[config.mk]
export PLATFORM = sky130hd
export DESIGN_NAME = adaptive_quality_tier_governor
export DESIGN_NICKNAME = d
export VERILOG_FILES = /design/src/rtl/aqtg_pkg.sv /design/src/rtl/adaptive_quality_tier_governor.sv
export SDC_FILE = /design/constraint.sdc
export NUM_CORES = 1
export LEC_CHECK = 0
export ABC_CLOCK_PERIOD_IN_PS = 6700
export BUFFER_PORTS_ARGS = -buffer_cell sky130_fd_sc_hd__buf_2
export CORE_UTILIZATION = 35
export CTS_BUF_LIST = sky130_fd_sc_hd__clkbuf_4 sky130_fd_sc_hd__clkbuf_8
export CTS_CLUSTER_SIZE = 14
export DETAILED_ROUTE_END_ITERATION = 10
export GPL_TIMING_DRIVEN = 0
export MAX_ROUTING_LAYER = met4
export PLACE_DENSITY_LB_ADDON = 0.2
export SLEW_MARGIN = 0
export SYNTH_ARGS = -nofsm -noshare
export SYNTH_HDL_FRONTEND = slang
export SYNTH_SLANG_ARGS = --single-unit
export TNS_END_PERCENT = 30
[constraint.sdc]
create_clock -name clk -period 6.7 [get_ports clk]
set_input_delay 0.335 -clock clk [delete_from_list [all_inputs] [get_ports clk]]
set_output_delay 0.335 -clock clk [all_outputs]
set_load 0.02 [all_outputs]
[src/rtl/aqtg_pkg.sv]
// ----------------------------------------------------------------------------
// aqtg_pkg
// Types and constants shared by the quality tier governor and its checker.
// ----------------------------------------------------------------------------
`default_nettype none

package aqtg_pkg;

  typedef enum logic [1:0] {
    TIER_HIGH   = 2'd0,
    TIER_MEDIUM = 2'd1,
    TIER_LOW    = 2'd2
  } tier_t;

  localparam int unsigned TIME_W   = 16;
  localparam int unsigned SUM_W    = 24;
  localparam int unsigned FRAMES_W = 8;
  localparam int unsigned OVER_W   = 8;
  localparam int unsigned UNDER_W  = 10;
  localparam int unsigned ADDR_W   = 5;

  localparam logic [OVER_W-1:0]  OVER_RUN_MAX  = '1;
  localparam logic [UNDER_W-1:0] UNDER_RUN_MAX = '1;

  // register indexes, byte address is 4 * index
  localparam logic [2:0] REG_TRIGGER   = 3'd0;
  localparam logic [2:0] REG_HIGH_LIM  = 3'd1;
  localparam logic [2:0] REG_MED_LIM   = 3'd2;
  localparam logic [2:0] REG_DROP_LEN  = 3'd3;
  localparam logic [2:0] REG_RESTORE   = 3'd4;
  localparam logic [2:0] REG_BENCH_LEN = 3'd5;

  localparam logic [TIME_W-1:0]   TRIGGER_RST   = 16'd33000;
  localparam logic [TIME_W-1:0]   HIGH_LIM_RST  = 16'd16000;
  localparam logic [TIME_W-1:0]   MED_LIM_RST   = 16'd25000;
  localparam logic [OVER_W-1:0]   DROP_LEN_RST  = 8'd3;
  localparam logic [UNDER_W-1:0]  RESTORE_RST   = 10'd100;
  localparam logic [FRAMES_W-1:0] MY_LEN_RST = 8'd10;

endpackage

`default_nettype wire

[src/rtl/adaptive_quality_tier_governor.sv]
// ----------------------------------------------------------------------------
// adaptive_quality_tier_governor
// Picks a rendering quality tier from measured frame times.
// ----------------------------------------------------------------------------
// Usage:
//   in_*   : one frame time per request (valid/ready). Each accepted request
//            yields exactly one result on out_* with the tier after that
//            frame and the benchmark-done flag.
//   APB    : six 32-bit registers at 4*index; write only while idle.
//            pready is tied high; reads return the register value.
// Path: the accepted frame time enters the input register, then the result
//   register is loaded together with the governor state once out_* is free,
//   so a stalled result keeps the next request in the input register.
// Throughput: one request per cycle while out_ready keeps results moving;
//   the state update, including the two 16x8 products of the benchmark
//   choice, is combinational between input register and result register.
// Reset (rst_n low, synchronous): registers return to their defaults, the
//   benchmark phase restarts, tier high, both pipeline slots empty.
// Stall: when out_ready is low the result holds; the input register then
//   holds one more request and in_ready drops until the result is taken.
// ----------------------------------------------------------------------------
`default_nettype none

module adaptive_quality_tier_governor (
  input  wire logic                          clk,
  input  wire logic                          rst_n,
  // input channel
  input  wire logic                          in_valid,
  output logic                               in_ready,
  input  wire logic [aqtg_pkg::TIME_W-1:0]   in_frame_time_us,
  // result channel
  output logic                               out_valid,
  input  wire logic                          out_ready,
  output logic [1:0]                         out_tier,
  output logic                               out_benchmark_done,
  // configuration
  input  wire logic                          psel,
  input  wire logic                          penable,
  input  wire logic                          pwrite,
  input  wire logic [aqtg_pkg::ADDR_W-1:0]   paddr,
  input  wire logic [31:0]                   pwdata,
  output logic [31:0]                        prdata,
  output logic                               pready
);
  import aqtg_pkg::*;

  // configuration registers
  logic [TIME_W-1:0]   trigger_r;
  logic [TIME_W-1:0]   high_lim_r;
  logic [TIME_W-1:0]   med_lim_r;
  logic [OVER_W-1:0]   drop_len_r;
  logic [UNDER_W-1:0]  restore_len_r;
  logic [FRAMES_W-1:0] my_len_r;

  // governor state
  logic                phase_done_r, phase_done_nxt;
  logic [SUM_W-1:0]    time_sum_r, time_sum_nxt;
  logic [FRAMES_W-1:0] frames_r, frames_nxt;
  tier_t               tier_r, tier_nxt;
  logic [OVER_W-1:0]   over_run_r, over_run_nxt;
  logic [UNDER_W-1:0]  under_run_r, under_run_nxt;

  // pipeline
  logic                in_full_r;
  logic [TIME_W-1:0]   frame_r;
  logic                out_valid_r;
  tier_t               out_tier_r;
  logic                out_done_r;
  logic                advance;

  logic                cfg_wr;
  logic [2:0]          cfg_idx;

  logic [FRAMES_W-1:0] frames_inc;
  logic [SUM_W-1:0]    sum_inc;
  logic [SUM_W-1:0]    prod_high;
  logic [SUM_W-1:0]    prod_med;
  logic [OVER_W-1:0]   over_inc;
  logic [UNDER_W-1:0]  under_inc;
  logic [TIME_W-1:0]   restore_lim;

  assign pready  = 1'b1;
  assign cfg_wr  = psel & penable & pwrite & pready;
  assign cfg_idx = paddr[ADDR_W-1:2];

  always_ff @(posedge clk) begin
    if (!rst_n) begin
      trigger_r     <= TRIGGER_RST;
      high_lim_r    <= HIGH_LIM_RST;
      med_lim_r     <= MED_LIM_RST;
      drop_len_r    <= DROP_LEN_RST;
      restore_len_r <= RESTORE_RST;
      my_len_r   <= MY_LEN_RST;
    end else if (cfg_wr) begin
      case (cfg_idx)
        REG_TRIGGER:   trigger_r     <= pwdata[TIME_W-1:0];
        REG_HIGH_LIM:  high_lim_r    <= pwdata[TIME_W-1:0];
        REG_MED_LIM:   med_lim_r     <= pwdata[TIME_W-1:0];
        REG_DROP_LEN:  drop_len_r    <= pwdata[OVER_W-1:0];
        REG_RESTORE:   restore_len_r <= pwdata[UNDER_W-1:0];
        REG_BENCH_LEN: my_len_r   <= pwdata[FRAMES_W-1:0];
        default: ;
      endcase
    end
  end

  always_comb begin
    case (cfg_idx)
      REG_TRIGGER:   prdata = {16'd0, trigger_r};
      REG_HIGH_LIM:  prdata = {16'd0, high_lim_r};
      REG_MED_LIM:   prdata = {16'd0, med_lim_r};
      REG_DROP_LEN:  prdata = {24'd0, drop_len_r};
      REG_RESTORE:   prdata = {22'd0, restore_len_r};
      REG_BENCH_LEN: prdata = {24'd0, my_len_r};
      default:       prdata = 32'd0;
    endcase
  end

  // handshake
  assign advance  = in_full_r & (~out_valid_r | out_ready);
  assign in_ready = ~in_full_r | advance;

  always_ff @(posedge clk) begin
    if (!rst_n) begin
      in_full_r <= 1'b0;
    end else if (in_valid && in_ready) begin
      in_full_r <= 1'b1;
    end else if (advance) begin
      in_full_r <= 1'b0;
    end
  end

  always_ff @(posedge clk) begin
    if (in_valid && in_ready) begin
      frame_r <= in_frame_time_us;
    end
  end

  // benchmark arithmetic
  assign frames_inc = frames_r + 8'd1;
  assign sum_inc    = time_sum_r + {8'd0, frame_r};
  assign prod_high  = {8'd0, high_lim_r} * {16'd0, frames_inc};
  assign prod_med   = {8'd0, med_lim_r} * {16'd0, frames_inc};

  // throttle arithmetic
  assign over_inc  = (over_run_r == OVER_RUN_MAX) ? over_run_r : over_run_r + 8'd1;
  assign under_inc = (under_run_r == UNDER_RUN_MAX) ? under_run_r : under_run_r + 10'd1;

  always_comb begin
    case (tier_r)
      TIER_HIGH:   restore_lim = trigger_r;
      TIER_MEDIUM: restore_lim = high_lim_r;
      default:     restore_lim = med_lim_r;
    endcase
  end

  always_comb begin
    phase_done_nxt = phase_done_r;
    time_sum_nxt   = time_sum_r;
    frames_nxt     = frames_r;
    tier_nxt       = tier_r;
    over_run_nxt   = over_run_r;
    under_run_nxt  = under_run_r;
    if (!phase_done_r) begin
      frames_nxt   = frames_inc;
      time_sum_nxt = sum_inc;
      if (frames_inc >= my_len_r) begin
        // compare sum against limit * n instead of dividing
        if (sum_inc < prod_high) begin
          tier_nxt = TIER_HIGH;
        end else if (sum_inc < prod_med) begin
          tier_nxt = TIER_MEDIUM;
        end else begin
          tier_nxt = TIER_LOW;
        end
        phase_done_nxt = 1'b1;
        over_run_nxt   = '0;
        under_run_nxt  = '0;
      end
    end else if (frame_r > trigger_r) begin
      over_run_nxt  = over_inc;
      under_run_nxt = '0;
      if (over_inc >= drop_len_r) begin
        case (tier_r)
          TIER_HIGH: begin
            tier_nxt     = TIER_MEDIUM;
            over_run_nxt = '0;
          end
          TIER_MEDIUM: begin
            tier_nxt     = TIER_LOW;
            over_run_nxt = '0;
          end
          default: ;
        endcase
      end
    end else if (frame_r < restore_lim) begin
      under_run_nxt = under_inc;
      over_run_nxt  = '0;
      if (under_inc >= restore_len_r) begin
        case (tier_r)
          TIER_HIGH: ;
          TIER_MEDIUM: begin
            tier_nxt      = TIER_HIGH;
            under_run_nxt = '0;
          end
          default: begin
            tier_nxt      = TIER_MEDIUM;
            under_run_nxt = '0;
          end
        endcase
      end
    end else begin
      over_run_nxt  = '0;
      under_run_nxt = '0;
    end
  end

  always_ff @(posedge clk) begin
    if (!rst_n) begin
      phase_done_r <= 1'b0;
      time_sum_r   <= '0;
      frames_r     <= '0;
      tier_r       <= TIER_HIGH;
      over_run_r   <= '0;
      under_run_r  <= '0;
    end else if (advance) begin
      phase_done_r <= phase_done_nxt;
      time_sum_r   <= time_sum_nxt;
      frames_r     <= frames_nxt;
      tier_r       <= tier_nxt;
      over_run_r   <= over_run_nxt;
      under_run_r  <= under_run_nxt;
    end
  end

  always_ff @(posedge clk) begin
    if (!rst_n) begin
      out_valid_r <= 1'b0;
    end else if (advance) begin
      out_valid_r <= 1'b1;
    end else if (out_ready) begin
      out_valid_r <= 1'b0;
    end
  end

  always_ff @(posedge clk) begin
    if (advance) begin
      out_tier_r <= tier_nxt;
      out_done_r <= phase_done_nxt;
    end
  end

  assign out_valid          = out_valid_r;
  assign out_tier           = out_tier_r;
  assign out_benchmark_done = out_done_r;

endmodule

`default_nettype wire

==> results.yml, run 1 <==
run_status:
  status: "finished, violations left"
  violations: "negative setup slack"
layout:
  final_common_cell: "inv_1"
  final_cell_mix: "275 x inv_1, 252 x nand2_1, 200 x ha_1"
  fin_nets: 2788
  layout-drive-gt1-share_pct: 10.43
  area_growth_pct: 15.31
  fin_cells: 3042
timing:
  relSlewSlack_pct: 21.50
  rsz0062_at_grt: "true"
  fin_skew_ns: 0.01782
  hold_viol_final: 0
  timing.fmax_ghz: 0.1360
  layout_setup_ws_ns: -0.6534
  setup_viol: 4
  slew_viol_final: 0
  period_minus_slack_ns: 7.353
  post-route-period-util_pct: 109.8
  worst_pin_slew_ns: 1.170
power:
  p_per_area_mw_per_mm2: 133.3
  p_total_mw: 2.786
  leakage_nw: 9.612
  vdd_drop_max_uv: 126.7
drt:
  wire_per_inst_um: 19.52
  dr_total_vias: 15760
  viasPerCell: 5.179
  first_pass_iters: 6
  totalWireLength_um: 59390
  ant_nets: 0
  drc: 0
  drtIter0Drc: 907
clocking:
  numCtsBuffers: 17
  clock_sinks: 148
  cts-root-buf: "clkbuf_8"
  htree_levels: 4
  cts_tree: "built"
  clkSlewWorstSetupHoldPaths_ns: 0.09
  clockBufferDepth: 2
  insertion_delay_ns: 0.50
floorplan:
  die_w_um: 229.5
  pin_count: 98
  fp.dieH_um: 229.5
  die_area_mm2: 0.05269
  coreArea_mm2: 0.05120
  start_util_pct: 35.39
  num_rows: 83
yosys:
  yosys_register_bits: 148
  syn_avg_cell_area_um2: 8.237
  ys_seq_area_share_pct: 17.40
  synth_edf_count: 19
  synthesis.area_mm2: 0.01812
  synth.distinct_cells: 71
  synthArstFlopShare_pct: 0
  yosys_warnings: 0
  syn_inst: 2200
  ys.flop_type: "dfxtp_1"
placed_design:
  place_congestion: 0.9360
  io_buffers: 61
  place.detailed.hpwl_um: 48010
  dp_cells: 2956
worst_setup_path:
  critPathKind: "reg -> reg"
  max_stage_delay_ns: 0.54
  end_kind: "flop"
  cp.arrival_ns: 7.58
  path_max_fanout: 5
  cp_top_family: "adder cells"
  worstPathRequired_ns: 6.93
  worstSetupStartpointType: "flop"
  worst-path-buf-inv: 7
  critPathSlowestCell: "fa_1"
grt:
  overflow: 0
  grt_pass1_vias: 15940
  antenna_found_initial: 0
  grt_pass1_wl_um: 91870
  grt_use_total_pct: 23.54
  grt_max_degree: 17
job:
  drv_cap: 0
min_path:
  hold_class: "in -> reg"
tightest hold or removal path: cells and delay by family:
kind	cells	cell delay (ns)
AO/OA/AOI/OAI	1	0.04
AND/OR/NAND/NOR	1	0.06
buffers and inverters	1	0.09
power by group:
group / internal, mW / leakage [nW] / switching [mW] / total [mW]
combinational: 0.429 / 8.18 / 0.669 / 1.10
clock: 0.340 / 0.198 / 0.403 / 0.743
sequential: 0.921 / 1.23 / 0.0242 / 0.945
layer usage:
layer / GRT usage [%] / up-vias / wire length [um]
li1: - / 7549 / -
met1: 29.00 / 7657 / 25650
met2: 38.88 / 434 / 28140
met3: 2.366 / 115 / 2644
met4: 10.52 / 0 / 2953
met5: - / - / 0
worst paths after layout:
path	from	to	slack (ns)	cells after the start
setup reg to reg	frames_r[0]	out_tier[1]	-0.65	33
hold / removal	in_valid	in_full_r	0.07	3
setup / recovery	frames_r[0]	out_tier[1]	-0.65	33
hold reg to reg	time_sum_r[6]	time_sum_r[6]	0.47	2
final cells by class:
| type | instances | area (um2) |
|---|---|---|
| clock buffers | 17 | 234.0 |
| multi-input cells | 1662 | 13970 |
| plain buffers | 125 | 678.2 |
| inverters | 280 | 1051 |
| well taps | 680 | 850.8 |
| clock inverters | 15 | 168.9 |
| flip-flops and latches | 148 | 3167 |
| diodes | 3 | 7.507 |
| repair buffers | 112 | 769.5 |
| fillers | 5217 | 30300 |
logic make-up (layout without fill, tap and decap cells):
logic type	after synthesis	count (layout)	share of synthesized area, %
multiplexers	46	46	2.562
other	2	20	0.04144
flip-flops	148	148	17.40
XOR/XNOR	79	79	3.818
adder cells (fa/ha/maj)	382	382	33.38
AO/OA/AOI/OAI	390	390	13.71
AND/OR/NAND/NOR	748	748	20.35
buffers and inverters	405	549	8.748
stage by stage:
| step | utilization (%) | cell area (um2) | setup slack (ns) | hold slack [ns] | TNS, ns |
|---|---|---|---|---|---|
| 2_1_floorplan | - | 18290 | 0.001150 | 0.4339 | 0 |
| 3_3_place_gp | 37.99 | 19450 | -2.280 | 0.4432 | -8.830 |
| 3_5_place_dp | 37.99 | 19450 | -2.346 | 0.4532 | -9.122 |
| 4_1_cts | 40.53 | 20750 | -0.6935 | 0.03677 | -2.501 |
| 5_1_grt | 40.80 | 20890 | -0.9326 | 0.05656 | -3.487 |
| 6_report | 40.81 | 20900 | -0.6534 | 0.07308 | -2.347 |
repair_timing:
item                                    in CTS  in global routing
endpoints found under the hold margin       16                  0
buffers inserted                            29                  5
pin swaps                                   47                 22
gates resized for setup                     94                 20
hold buffers                                16                  0
gates cloned                                 1                  0
endpoints found under the setup margin       4                  4
state kept, by name, indices dropped and copies added (netlist names):
| signal | flops |
|---|---|
| frames_r | 8 |
| in_full_r | 1 |
| restore_len_r | 10 |
| drop_len_r | 8 |
| frame_r | 16 |
| time_sum_r | 24 |
| phase_done_r | 1 |
| out_valid | 1 |
| my_len_r | 8 |
| under_run_r | 10 |
| over_run_r | 8 |
| trigger_r | 16 |
| out_benchmark_done | 1 |
| tier_r | 2 |
| med_lim_r | 16 |
| out_tier | 2 |
| high_lim_r | 16 |
synth_stat cells (6+ instances only):
cell / instances / area share [%]
o21a_1: 19 / 0.79
a21o_1: 27 / 1.1
a211oi_1: 12 / 0.50
dfxtp_1: 129 / 14
nor2_1: 127 / 2.6
buf_4: 17 / 0.70
a31oi_1: 16 / 0.55
xor2_1: 41 / 2.0
edfxtp_1: 19 / 3.1
fa_1: 169 / 19
o21bai_1: 11 / 0.46
a211o_1: 8 / 0.39
inv_1: 278 / 5.8
mux2i_1: 43 / 2.4
o21ai_0: 43 / 1.2
o211ai_1: 30 / 1.2
xnor2_1: 38 / 1.8
a21oi_1: 155 / 4.3
ha_1: 213 / 15
nor3_1: 30 / 0.83
and3_1: 18 / 0.62
a22o_1: 16 / 0.77
and2_1: 158 / 5.5
clkbuf_1: 106 / 2.2
nand2_1: 254 / 5.3
a22oi_1: 10 / 0.41
nor2b_1: 20 / 0.69
nand3_1: 45 / 1.2
or3_1: 12 / 0.41
o221ai_1: 6 / 0.29
nand4_1: 16 / 0.55
nand2b_1: 39 / 1.3
Power figures use the tool's default switching activity.
==> run 2, diff against run 1 <==
--- a/config.mk
+++ b/config.mk
@@ -5,7 +5,7 @@
 export SDC_FILE = /design/constraint.sdc
 export NUM_CORES = 1
 export LEC_CHECK = 0
-export ABC_CLOCK_PERIOD_IN_PS = 6700
+export ABC_CLOCK_PERIOD_IN_PS = 7700
 export BUFFER_PORTS_ARGS = -buffer_cell sky130_fd_sc_hd__buf_2
 export CORE_UTILIZATION = 35
 export CTS_BUF_LIST = sky130_fd_sc_hd__clkbuf_4 sky130_fd_sc_hd__clkbuf_8
==> constraint.sdc (replaced) <==
create_clock -name clk -period 7.7 [get_ports clk]
set_input_delay 0.385 -clock clk [delete_from_list [all_inputs] [get_ports clk]]
set_output_delay 0.385 -clock clk [all_outputs]
set_load 0.02 [all_outputs]
==> run 2 against run 1 <==
Effect of this change:
- the flow now finishes without violations
- fmax down 1.4%
- wire length about the same
- cell area down 1.9%
- worst hold slack worse by 0.0056 ns
- count of clock-buffer cells in the layout up 5
- sequential share of layout area up 0.30 points
- register-to-register slack better by 0.90 ns
- via count about the same
- final cell count down 0.95%
- non-clock buffer count down 26
- global-route usage down 0.094 points
- clock skew down 0.0010 ns
- largest power group unchanged
- highest routed layer unchanged
==> results.yml, run 2 (synthesized netlist as in run 1, its figures left out) <==
layout:
  area_growth_pct: 13.11
  fin_area_mm2: 0.02050
  utilization_pct: 40.04
  layout-drive-gt1-share_pct: 9.258
  final_common_cell: "inv_1"
  fin_cells: 3013
  antenna_cells: 0
  fin_nets: 2762
  regMostFlops: "time_sum_r"
  final_cell_mix: "275 x inv_1, 254 x nand2_1, 205 x ha_1"
  largest_reg_flops: 24
timing:
  rsz0062_at_grt: "true"
  setup_viol: 0
  post-route-period-util_pct: 96.83
  hold_viol_final: 0
  worst_pin_slew_ns: 1.162
  slew_viol_final: 0
  layout_setup_ws_ns: 0.2442
  fin_skew_ns: 0.01681
  period_minus_slack_ns: 7.456
  timing.fmax_ghz: 0.1341
  relSlewSlack_pct: 22.07
worst_setup_path:
  worstSetupStartpointType: "flop"
  max_stage_delay_ns: 0.54
  worst-path-buf-inv: 7
  worstPathRequired_ns: 7.90
  cp_top_family: "adder cells"
  path_max_fanout: 5
  end_kind: "flop"
  critPathKind: "reg -> reg"
  cp.arrival_ns: 7.66
  path_common_cell: "fa_1"
  critPathSlowestCell: "fa_1"
clocking:
  insertion_delay_ns: 0.49
  numCtsBuffers: 17
  clkSlewWorstSetupHoldPaths_ns: 0.09
  clock_sinks: 148
  cts-root-buf: "clkbuf_8"
  cts_tree: "built"
  clockBufferDepth: 2
  htree_levels: 4
grt:
  grt_pass1_wl_um: 91680
  overflow: 0
  antenna_found_initial: 0
  grt_pass1_vias: 15930
  grt_max_degree: 17
  grt_use_total_pct: 23.44
drt:
  ant_nets: 0
  totalWireLength_um: 59440
  wire_per_inst_um: 19.73
  dr_total_vias: 15750
  first_pass_iters: 7
  viasPerCell: 5.226
  drtIter0Drc: 951
  drc: 0
floorplan:
  die_area_mm2: 0.05269
  coreArea_mm2: 0.05120
  pin_count: 98
  die_w_um: 229.5
  start_util_pct: 35.39
  fp.dieH_um: 229.5
  num_rows: 83
job:
  drv_cap: 0
min_path:
  hold_class: "in -> reg"
power:
  p_per_area_mw_per_mm2: 117.0
  vdd_drop_max_uv: 108.8
  leakage_nw: 9.489
placed_design:
  place.detailed.hpwl_um: 48100
  dp_cells: 2956
  placed_area_mm2: 0.01933
  dp_slack_ns: -2.058
  place_congestion: 0.9226
  io_buffers: 61
run_status:
  status: "finished, final reports clean"
==> run 2: metrics by stage <==
step / TNS [ns] / hold slack (ns) / power [mW]
after floorplan: 0 / 0.4347 / 1.417
after global placement: -7.938 / 0.4429 / 1.675
after detailed placement: -8.002 / 0.4537 / 1.693
after CTS: 0 / 0.03614 / 2.377
after global routing: -0.1409 / 0.03961 / 2.552
final: 0 / 0.06744 / 2.398
==> run 2: cell type report <==
cell class	instances	area [um2]
plain buffers	125	673.1
clock buffers	22	284.0
well taps	680	850.8
repair buffers	86	526.8
multi-input cells	1662	13820
clock inverters	10	118.9
fillers	5184	30700
inverters	280	1054
flip-flops and latches	148	3167
==> run 2: power by group <==
group | switching [mW] | leakage, nW | internal [mW]
Sequential | 0.0207 | 1.23 | 0.801
Combinational | 0.577 | 8.04 | 0.356
Clock | 0.324 | 0.214 | 0.319
Total | 0.922 | 9.49 | 1.48
==> run 2: routing by layer <==
layer	GRT usage [%]	part of all wire (%)	up-vias
li1	-	-	7494
met1	28.47	43	7758
met2	39.41	48	392
met3	2.627	4.3	101
met4	9.604	4.3	0
met5	-	0	-
==> run 2: path summary, 6_finish.rpt <==
| kind | cells past startpoint | start | slack, ns | end |
|---|---|---|---|---|
| worst min-delay path | 1 | in_frame_time_us[3] | 0.07 | frame_r[3] |
| worst max register to register | 31 | frames_r[0] | 0.24 | out_tier[1] |
| worst min register to register | 2 | time_sum_r[19] | 0.47 | time_sum_r[19] |
| worst max-delay path | 31 | frames_r[0] | 0.24 | out_tier[1] |
==> run 2: repair_timing <==
action                                  4_1_cts  5_1_grt
hold buffers                                  0        0
cloned                                        0        1
gates resized for setup                      78       53
setup buffers                                12       12
pin swaps                                    11       28
endpoints found under the setup margin        4        4
==> run 3, diff against run 2 <==
--- a/config.mk
+++ b/config.mk
@@ -11,7 +11,7 @@
 export CTS_BUF_LIST = sky130_fd_sc_hd__clkbuf_4 sky130_fd_sc_hd__clkbuf_8
 export CTS_CLUSTER_SIZE = 14
 export DETAILED_ROUTE_END_ITERATION = 10
-export GPL_TIMING_DRIVEN = 0
+export GPL_TIMING_DRIVEN = 1
 export MAX_ROUTING_LAYER = met4
 export PLACE_DENSITY_LB_ADDON = 0.2
 export SLEW_MARGIN = 0
==> run 3 against run 2 <==
Effect of this change:
- utilization down 0.79 points
- clock power is 3% lower
- highest routed layer unchanged
- non-clock buffer count decreased by 62
- cell area is 2.0% lower
- die area is the same
- via count decreased by 2.6%
- flip-flop and latch count stayed put
==> results.yml, run 3 (synthesized netlist as in run 1, its figures left out) <==
clocking:
  numCtsBuffers: 17
  cts-root-buf: "clkbuf_8"
  clockBufferDepth: 2
  insertion_delay_ns: 0.53
  clock_sinks: 148
  clkSlewWorstSetupHoldPaths_ns: 0.09
  cts_tree: "built"
  htree_levels: 4
timing:
  fin_skew_ns: 0.04217
  slew_viol_final: 0
  hold_viol_final: 0
  layout_setup_ws_ns: 0.2316
  setup_viol: 0
  period_minus_slack_ns: 7.468
  post-route-period-util_pct: 96.99
  timing.fmax_ghz: 0.1339
  worst_pin_slew_ns: 1.241
  relSlewSlack_pct: 16.99
floorplan:
  die_area_mm2: 0.05269
  num_rows: 83
  pin_count: 98
  fp.dieH_um: 229.5
  die_w_um: 229.5
  coreArea_mm2: 0.05120
  start_util_pct: 35.39
grt:
  grt_use_total_pct: 22.27
  antenna_found_initial: 2
  grt_pass1_wl_um: 87570
  overflow: 0
  grt_pass1_vias: 15410
  grt_max_degree: 92
layout:
  final_common_cell: "inv_1"
  area_growth_pct: 10.87
  regMostFlops: "time_sum_r"
  nFillCells: 5258
  fin_nets: 2700
  layout-drive-gt1-share_pct: 9.599
  largest_reg_flops: 24
  final_cell_mix: "278 x inv_1, 254 x nand2_1, 212 x ha_1"
min_path:
  hold_end: "frame_r[6]"
  min_path_cells: 1
  hold_class: "in -> reg"
  worstHoldStart: "in_frame_time_us[6]"
drt:
  totalWireLength_um: 56080
  viasPerCell: 5.190
  ant_nets: 0
  wire_per_inst_um: 18.98
  dr_total_vias: 15340
  first_pass_iters: 5
  drc: 0
  drtIter0Drc: 872
worst_setup_path:
  ff2ff_setup_slack_ns: 0.23
  critPathKind: "reg -> reg"
  path_max_fanout: 15
  max_stage_delay_ns: 0.50
  worstSetupStartpointType: "flop"
  r2r_end: "out_tier[1]"
  r2r_cells: 30
  path_common_cell: "fa_1"
  rr_startpoint: "frames_r[1]"
  worstPathRequired_ns: 7.94
  critPathSlowestCell: "fa_1"
  cp.arrival_ns: 7.71
  end_kind: "flop"
power:
  intPower_mw: 1.424
  power_frac_comb_pct: 37.3
  vdd_drop_max_uv: 101.9
  leakage_nw: 9.470
  power_switching_mw: 0.8955
  pwr-share-seq_pct: 35.7
  switching_share_pct: 38.61
  clkPwrFrac_pct: 27.0
  p_total_mw: 2.320
  p_per_area_mw_per_mm2: 115.4
job:
  drv_cap: 0
placed_design:
  place_congestion: 0.8921
  dp_slack_ns: -0.1082
  place.detailed.hpwl_um: 44270
  io_buffers: 62
run_status:
  status: "finished, final reports clean"
==> run 3: what timing repair did <==
action                                 CTS  global route
setup endpoints to repair                2             4
pin swaps                                0            19
resized for setup                        4            34
setup buffers                            0            11
gates cloned                             0             0
endpoints found under the hold margin    0             0
hold buffers                             0             0
==> run 3: worst max-delay path, delay by kind of cell (launching register included) <==
kind                       cells  cell delay [ns]
AOI/OAI and AO/OA              6             1.23
xor gates and xnor gates       1             0.21
adders and majority gates      6             2.40
buffers and inverters          6             0.67
DFF                            1             0.38
and+or+nand+nor               11             2.30
==> run 3: worst max-delay path by stage <==
stage / start / end / slack [ns]
2_1_floorplan: frames_r[0] / out_tier[1] / 0.46
3_3_place_gp: frames_r[0] / out_tier[1] / -0.006
3_5_place_dp: frames_r[0] / out_tier[1] / -0.11
4_1_cts: frames_r[0] / out_tier[1] / 0.002
5_1_grt: frames_r[1] / out_tier[1] / -0.05
6_report: frames_r[1] / out_tier[1] / 0.23
==> run 3: layout make-up <==
cell class | count | area [um2] | share of cell area, %
antenna | 4 | 10.01 | 0.04982
clock buffer | 22 | 277.8 | 1.382
clock inverter | 10 | 98.84 | 0.4920
inverter | 280 | 1051 | 5.231
multi-input combinational | 1662 | 13640 | 67.88
sequential | 148 | 3159 | 15.72
tap | 680 | 850.8 | 4.235
timing repair buffer | 149 | 1006 | 5.007
==> run 3: metal layers <==
layer | track usage, % | share of wire, % | wire, um
met5 | - | 0 | 0
met4 | 6.146 | 2.6 | 1483
met3 | 3.125 | 4.9 | 2735
met2 | 35.72 | 46 | 26050
met1 | 29.19 | 46 | 25810
==> run 3: stage by stage <==
step / hold slack (ns) / TNS (ns) / area, um2 / util (%) / cells
floorplan: 0.4347 / 0 / 18180 / - / 2215
global placement: 0.4422 / -0.005817 / 19440 / 37.97 / 2908
detailed placement: 0.4541 / -0.1286 / 19440 / 37.97 / 2908
CTS: 0.009132 / 0 / 19850 / 38.77 / 2940
global route: 0.008771 / -0.05218 / 20080 / 39.22 / 2951
finish: 0.05776 / 0 / 20090 / 39.24 / 2955
==> run 3: power by group through the flow <==
stage                     Clock (mW)  Combinational [mW]  Sequential, mW
after floorplan                    0               0.585           0.832
after detailed placement           0               0.844           0.846
after global placement             0               0.826           0.846
after global routing           0.676               0.970           0.832
after CTS                      0.644               0.849           0.829
final                          0.626               0.865           0.829
